**src/rtl/tccw_pkg.sv**
```systemverilog
// tccw_pkg: shared types and constants of the text console cell writer
// payload structs, operation codes and the controller/datapath command and status structs
// no dependencies
package tccw_pkg;

   localparam int CURSOR_POS_W = 11;
   localparam int CELL_W       = 16;
   localparam int CSR_INDEX_W  = 2;

   // item kinds
   localparam logic [1:0] KIND_CHAR  = 2'd0;
   localparam logic [1:0] KIND_READ  = 2'd1;
   localparam logic [1:0] KIND_CLEAR = 2'd2;

   // character codes
   localparam logic [7:0] CH_BELL  = 8'h07;
   localparam logic [7:0] CH_BS    = 8'h08;
   localparam logic [7:0] CH_HT    = 8'h09;
   localparam logic [7:0] CH_LF    = 8'h0a;
   localparam logic [7:0] CH_CR    = 8'h0d;
   localparam logic [7:0] CH_ESC   = 8'h1b;
   localparam logic [7:0] CH_SPACE = 8'h20;

   // register indexes
   localparam logic [CSR_INDEX_W-1:0] CSR_CHAR_ATTRIBUTE = 2'd0;
   localparam logic [CSR_INDEX_W-1:0] CSR_BLANK_CELL     = 2'd1;

   localparam logic [7:0]        RESET_ATTR  = 8'h07;
   localparam logic [CELL_W-1:0] RESET_BLANK = 16'h0720;

   // decoded operations
   localparam logic [2:0] OP_PUT     = 3'd0;
   localparam logic [2:0] OP_TAB     = 3'd1;
   localparam logic [2:0] OP_BS      = 3'd2;
   localparam logic [2:0] OP_NEWLINE = 3'd3;
   localparam logic [2:0] OP_CR      = 3'd4;
   localparam logic [2:0] OP_NOP     = 3'd5;
   localparam logic [2:0] OP_READ    = 3'd6;
   localparam logic [2:0] OP_CLEAR   = 3'd7;

   typedef struct packed {
      logic [1:0]  kind;
      logic [7:0]  char_code;
      logic [10:0] cell_index;
   } req_type;

   typedef struct packed {
      logic [CURSOR_POS_W-1:0] cursor_pos;
      logic [CELL_W-1:0]       cell_data;
   } rsp_type;

   typedef struct packed {
      logic load_item;
      logic put;
      logic back;
      logic newline;
      logic home_col;
      logic home;
      logic read_cell;
      logic cnt_clear;
      logic scroll_step;
      logic fill_step;
      logic fill_init;
      logic rsp_load;
   } cmd_type;

   typedef struct packed {
      logic [2:0] op;
      logic       wrap;
      logic       last_row;
      logic       tab_end;
      logic       fill_last;
      logic       scroll_last;
      logic       rsp_free;
   } status_type;

endpackage

```
**src/rtl/tccw_ctrl.sv**
```systemverilog
// tccw_ctrl: sequencing state machine of the text console cell writer
// issues datapath commands from decoded status; uses tccw_pkg
module tccw_ctrl (
   input  logic                  clock,
   input  logic                  reset,
   input  logic                  req_valid,
   output logic                  req_ready,
   input  tccw_pkg::status_type  status,
   output tccw_pkg::cmd_type     cmd
);

   localparam logic [2:0] ST_INIT   = 3'd0;
   localparam logic [2:0] ST_IDLE   = 3'd1;
   localparam logic [2:0] ST_EXEC   = 3'd2;
   localparam logic [2:0] ST_TAB    = 3'd3;
   localparam logic [2:0] ST_SCROLL = 3'd4;
   localparam logic [2:0] ST_CLEAR  = 3'd5;
   localparam logic [2:0] ST_RESP   = 3'd6;

   logic [2:0] state_ff, state_in;

   assign req_ready = (state_ff == ST_IDLE);

   always_comb begin
      cmd      = '0;
      state_in = state_ff;
      case (state_ff)
         ST_INIT: begin
            cmd.fill_step = 1'b1;
            cmd.fill_init = 1'b1;
            if (status.fill_last) begin
               state_in = ST_IDLE;
            end
         end
         ST_IDLE: begin
            if (req_valid) begin
               cmd.load_item = 1'b1;
               state_in      = ST_EXEC;
            end
         end
         ST_EXEC: begin
            case (status.op)
               tccw_pkg::OP_PUT: begin
                  cmd.put = 1'b1;
                  if (status.wrap && status.last_row) begin
                     cmd.cnt_clear = 1'b1;
                     state_in      = ST_SCROLL;
                  end else begin
                     state_in = ST_RESP;
                  end
               end
               tccw_pkg::OP_TAB: begin
                  cmd.put = 1'b1;
                  if (status.wrap && status.last_row) begin
                     cmd.cnt_clear = 1'b1;
                     state_in      = ST_SCROLL;
                  end else if (status.wrap || status.tab_end) begin
                     state_in = ST_RESP;
                  end else begin
                     state_in = ST_TAB;
                  end
               end
               tccw_pkg::OP_BS: begin
                  cmd.back = 1'b1;
                  state_in = ST_RESP;
               end
               tccw_pkg::OP_NEWLINE: begin
                  cmd.newline = 1'b1;
                  if (status.last_row) begin
                     cmd.cnt_clear = 1'b1;
                     state_in      = ST_SCROLL;
                  end else begin
                     state_in = ST_RESP;
                  end
               end
               tccw_pkg::OP_CR: begin
                  cmd.home_col = 1'b1;
                  state_in     = ST_RESP;
               end
               tccw_pkg::OP_READ: begin
                  cmd.read_cell = 1'b1;
                  state_in      = ST_RESP;
               end
               tccw_pkg::OP_CLEAR: begin
                  cmd.home      = 1'b1;
                  cmd.cnt_clear = 1'b1;
                  state_in      = ST_CLEAR;
               end
               default: begin
                  state_in = ST_RESP;
               end
            endcase
         end
         ST_TAB: begin
            // one space per cycle until the next stop or the end of the line
            cmd.put = 1'b1;
            if (status.wrap && status.last_row) begin
               cmd.cnt_clear = 1'b1;
               state_in      = ST_SCROLL;
            end else if (status.wrap || status.tab_end) begin
               state_in = ST_RESP;
            end
         end
         ST_SCROLL: begin
            cmd.scroll_step = 1'b1;
            if (status.scroll_last) begin
               state_in = ST_RESP;
            end
         end
         ST_CLEAR: begin
            cmd.fill_step = 1'b1;
            if (status.fill_last) begin
               state_in = ST_RESP;
            end
         end
         ST_RESP: begin
            if (status.rsp_free) begin
               cmd.rsp_load = 1'b1;
               state_in     = ST_IDLE;
            end
         end
         default: begin
            state_in = ST_IDLE;
         end
      endcase
   end

   always_ff @(posedge clock) begin
      if (reset) begin
         state_ff <= ST_INIT;
      end else begin
         state_ff <= state_in;
      end
   end

   a_accept_to_exec: assert property (@(posedge clock) disable iff (reset)
      (req_valid && req_ready) |=> (state_ff == ST_EXEC))
      else $error("accepted beat did not move to execute");

   a_load_when_free: assert property (@(posedge clock) disable iff (reset)
      cmd.rsp_load |-> status.rsp_free)
      else $error("result loaded over an untaken beat");

   a_scroll_holds: assert property (@(posedge clock) disable iff (reset)
      (state_ff == ST_SCROLL && !status.scroll_last) |=> (state_ff == ST_SCROLL))
      else $error("scroll copy left early");

endmodule

```
**config.mk**
```make
export PLATFORM = sky130hd
export DESIGN_NAME = tccw_ctrl
export DESIGN_NICKNAME = d
export VERILOG_FILES = /design/src/rtl/tccw_pkg.sv /design/src/rtl/tccw_ctrl.sv
export SDC_FILE = /design/constraint.sdc
export NUM_CORES = 1
export LEC_CHECK = 0
export BUFFER_PORTS_ARGS = -buffer_cell sky130_fd_sc_hd__buf_2
export CAP_MARGIN = 10
export CELL_PAD_IN_SITES_DETAIL_PLACEMENT = 2
export CELL_PAD_IN_SITES_GLOBAL_PLACEMENT = 2
export CORE_MARGIN = 3
export CORE_UTILIZATION = 18
export DETAILED_ROUTE_END_ITERATION = 10
export PLACE_DENSITY = 0.81
export SYNTH_ARGS = -nofsm -noshare
export SYNTH_HDL_FRONTEND = slang
export SYNTH_SLANG_ARGS = --single-unit
```
**constraint.sdc**
```tcl
create_clock -name clock -period 1.13 [get_ports clock]
set_input_delay 0.113 -clock clock [delete_from_list [all_inputs] [get_ports clock]]
set_output_delay 0.113 -clock clock [all_outputs]
set_load 0.005 [all_outputs]
```
Word-level counts from Yosys, hierarchy flattened. Index checks and enable logic that the tools add are counted.

Output and inout bits: 13. Logic and storage cells: 58. Register bits: 3.

Equal/unequal tests: 18. Multiplexer cells: 32. Reduce and logical (&&, ||, !) cells: 7.

Operator list (count): $mux 3 (9); $pmux 3 s7 (1); $eq 3x3->1 const B (6); $mux 1 (15); $eq 3x2->1 const B (4); $pmux 3 s4 (1); $ne 2x2->1 const B (5); $eq 3x1->1 const B (2); $logic_not 3->1 (2); $reduce_and 6->1 (1); $mux 5 (1); $mux 2 (2); $pmux 1 s2 (2); $reduce_or 2->1 (2); $ne 3x3->1 const B (1); $pmux 1 s3 (1); $logic_and 1x1->1 (1); $logic_or 1x1->1 (1).

Logic depth before layout (Yosys ltp).
Depth after elaboration: 5. Mapped depth: 5. Depth with buffers taken out: 4.

Least setup slack after synthesis. OpenSTA, ideal clock, no wires.

Path type: flip-flop to flip-flop. Start point: register state_ff[2]. End point: register state_ff[0]. Slack: -73 ps. Clock period less this slack: 1203 ps. Required time: 1005 ps. Stages on the path, launching flop included: 5. Library setup time: 125 ps. Path buffers: 1. Arrival time: 1078 ps. Cells stage by stage: dfxtp_1 buf_2 mux2_2 o32ai_1 nor3_2.

Word-level cells in the longest chain between the ends: 3. Elaborated cells on any way between the ends: 15. Classes of those cells: 12 x eq/ne; 1 x mux; 2 x reduce/logical.

Ends and longest elaborated chain: start, declared (RTL line tccw_ctrl.sv:20) `logic [2:0] state_ff, state_in;`; start signal, assigned (RTL line tccw_ctrl.sv:132) `state_ff <= state_in;`; $eq 3x2->1 (tied with other cells) (RTL line tccw_ctrl.sv:27) `case (state_ff)`; $ne 3x3->1 (no line) / $ne 2x2->1 (equally long branches); $reduce_and 6->1 (no line).

Several ways; a longest one is shown, not always the timed one. A chain may end at the register's enable or synchronous reset.

==> metrics.md <==
| Metric | Value |
|---|---|
| Post-synth top area cell | `dfxtp_1` |
| Starting Density | `0.199` |
| Netlist Area Pre-Place | `405 sq um` |
| First-pass GRT wire length | `3.66 mm` |
| Req. time, crit path | `1.02 ns` |
| CP Class | `reg2out` |
| Max-cap violations | `0` |
| Buffers on Ports | `24` |
| Met3 Track Usage GR | `0.0423` |
| Achievable Freq | `0.688 GHz` |
| Power density cells | `2040 mW/mm^2` |
| Final nets | `114` |
| Asr flop ratio synth | `0` |
| CTS Buf Count | `3` |
| Synthesized net count | `69` |
| Worst path max stage delay | `0.35 ns` |
| Area of the die | `0.00286 sq mm` |
| Worst Path Max Fanout | `4` |
| Grt met1 use | `0.203` |
| Routed wire length | `2.44 mm` |
| DP HPWL | `1.38 mm` |
| Register bit total from synthesis | `3` |
| RSZ-0062 raised after global routing | `true` |
| DIE HEIGHT | `53.5 um` |
| Mean area per synthesized cell | `7.11 sq um` |
| DR vias | `652` |
| CTS tree | `yes` |
| Largest net degree at the start of global routing | `9` |
| Status | `finished, violations left` |
| Hold crit path type | `in2reg` |
| GRT met2 Usage | `0.333` |
| Failing checks | `setup timing` |
| GRT Total Usage | `0.180` |
| Wire per inst | `19.1 um` |
| Max reg flops | `3` |
| Delay-heaviest family, CP | `simple AND/OR/NAND/NOR gates` |
| Final Setup Violations | `16` |
| Tcrit/Tclk final | `1.29` |
| Power Total | `1.99 mW` |
| DR iter-0 viols | `2` |
| Crit end category | `output pin` |
| Pre-CTS setup slack | `-0.163 ns` |
| Rows | `16` |
| Synth unique cells | `32` |
| DR DRC count | `0` |
| Vias/cell | `5.09` |
| Commonest non-fill, non-tap cell in the layout | `buf_2` |
| Setup tns final | `-3.61 ns` |
| Core area | `0.00204 sq mm` |
| CP max-delay cell | `dfxtp_4` |
| Setup WS post-layout | `-0.324 ns` |
| Reg clk slew, reported paths | `0.04 ns` |
| Final instance area | `977 sq um` |
| Layout area overhead | `141%` |
| Final Max Slew Viols | `0` |
| DRT Pass-1 Iters | `2` |
| Number of synthesized flops with an enable pin | `0` |
| Bufs on Longest Clock Path | `2` |
| # H-tree levels | `1` |
| Most frequent cells in the layout | `buf_2 (23), buf_6 (13), buf_4 (9)` |
| Top cells by area, synth | `dfxtp_1 (15%), a21oi_1 (6.2%), nor3b_1 (5.6%), o211ai_1 (5.6%), nand2b_1 (4.6%)` |
| Post-CTS Hold Buffers | `0` |
| Ant diodes | `0` |
| GRT Max-Usage Layer | `met2` |
| Die width | `53.5 um` |
| Final Wtd Congestion | `0.788` |
| Vias in the first global route | `697` |
| Final antenna-violating net count | `0` |
| Cell count after synthesis | `57` |
| Max_slew headroom | `0.753` |
| GR Overflow Total | `0` |
| Worst-Margin Slew | `0.369 ns` |
| Initial antenna violation count | `0` |
| Leakage | `0.407 nW` |
| Final setup skew | `0.000794 ns` |
| Yosys warnings | `0` |
| CTS Sinks | `3` |
| # IOs | `25` |
| Top Registers | `state_ff (3)` |
| Top FF cell, synth | `dfxtp_1` |
| Dpl cell area | `611 sq um` |
| Clock latency on the worst-skew pair | `0.26 ns` |
| Largest reg by FF count | `state_ff` |
| Period minus WS final | `1.45 ns` |
| Worst VDD drop | `0.00101 V` |
| Proportion of layout cells with a drive suffix above 1 | `0.792` |
| Critical Path AT | `1.34 ns` |
| Count of final hold-check violations | `0` |
| Fin util | `0.479` |
| Buf/Inv on CP | `2` |
| Sequential area share after synthesis | `0.148` |
| Top-area cell type share of the netlist area | `0.148` |
| Crit path cell chain | `and2b_2 > nand2_4 > buf_6 > nor3_4 > buf_2` |
| CP startpoint kind | `register` |
| Root Buffer | `clkbuf_4` |
==> power by group <==
group | total (mW) | internal [mW] | leakage (nW) | switching [mW]
clock | 0.223 | 0.134 | 0.0150 | 0.0881
combinational | 1.51 | 0.832 | 0.366 | 0.682
sequential | 0.256 | 0.172 | 0.0267 | 0.0834
==> final cells by class <==
class	count	area, sq um
fillers	240	1060
multi-input cells	47	509
repair buffers	45	329
flip-flops and latches	3	71.3
well taps	27	33.8
clock buffers	4	26.3
inverters	2	7.51
==> Yosys cell counts (2+ instances only) <==
library cell,n
a21oi_1,5
clkbuf_1,2
dfxtp_1,3
inv_1,2
nand2_1,2
nand2b_1,3
nand3_1,2
nor2_1,5
nor3_1,3
nor3b_1,3
nor4_1,2
nor4b_1,2
o211ai_1,3
o21ai_0,2
==> metrics by stage <==
stage	instances	hold slack [ns]
global placement	113	0.321
floorplan	57	0.182
finish	128	0.0853
CTS	123	0.0876
global route	128	0.0821
detailed placement	113	0.326
==> final timing paths <==
path                                          startpoint                  endpoint  slack (ns)  cells past startpoint
worst min-delay path                               reset  state_ff[2]$_SDFFE_PP0P_        0.09                      2
worst min register to register  state_ff[1]$_SDFFE_PP0P_  state_ff[2]$_SDFFE_PP0P_        0.75                      3
worst max-delay path            state_ff[0]$_SDFFE_PP0P_                    cmd[6]       -0.32                      5
worst max register to register  state_ff[0]$_SDFFE_PP0P_  state_ff[0]$_SDFFE_PP0P_       -0.20                      6
==> kinds of logic (layout without fill, tap and decap cells) <==
kind of cell | Yosys count | after routing | synth area share
simple gates | 29 | 29 | 0.441
compound gates | 15 | 15 | 0.241
buf+inv | 7 | 51 | 0.0957
flops | 3 | 3 | 0.148
mux | 2 | 2 | 0.0525
xor+xnor | 1 | 1 | 0.0216
==> timing repair <==
| item | CTS | global route |
|---|---|---|
| pin swaps | 7 | 10 |
| gates resized for setup | 34 | 21 |
| buffers inserted | 6 | 5 |
| endpoints found under the setup margin | 16 | 16 |
==> routing by layer <==
layer,vias to the layer above,wire length (um)
met5,-,0
li1,304,-
met3,2,121
met4,0,14
met2,27,1310
met1,319,992
No activity file was read; power rests on OpenSTA's default activity.
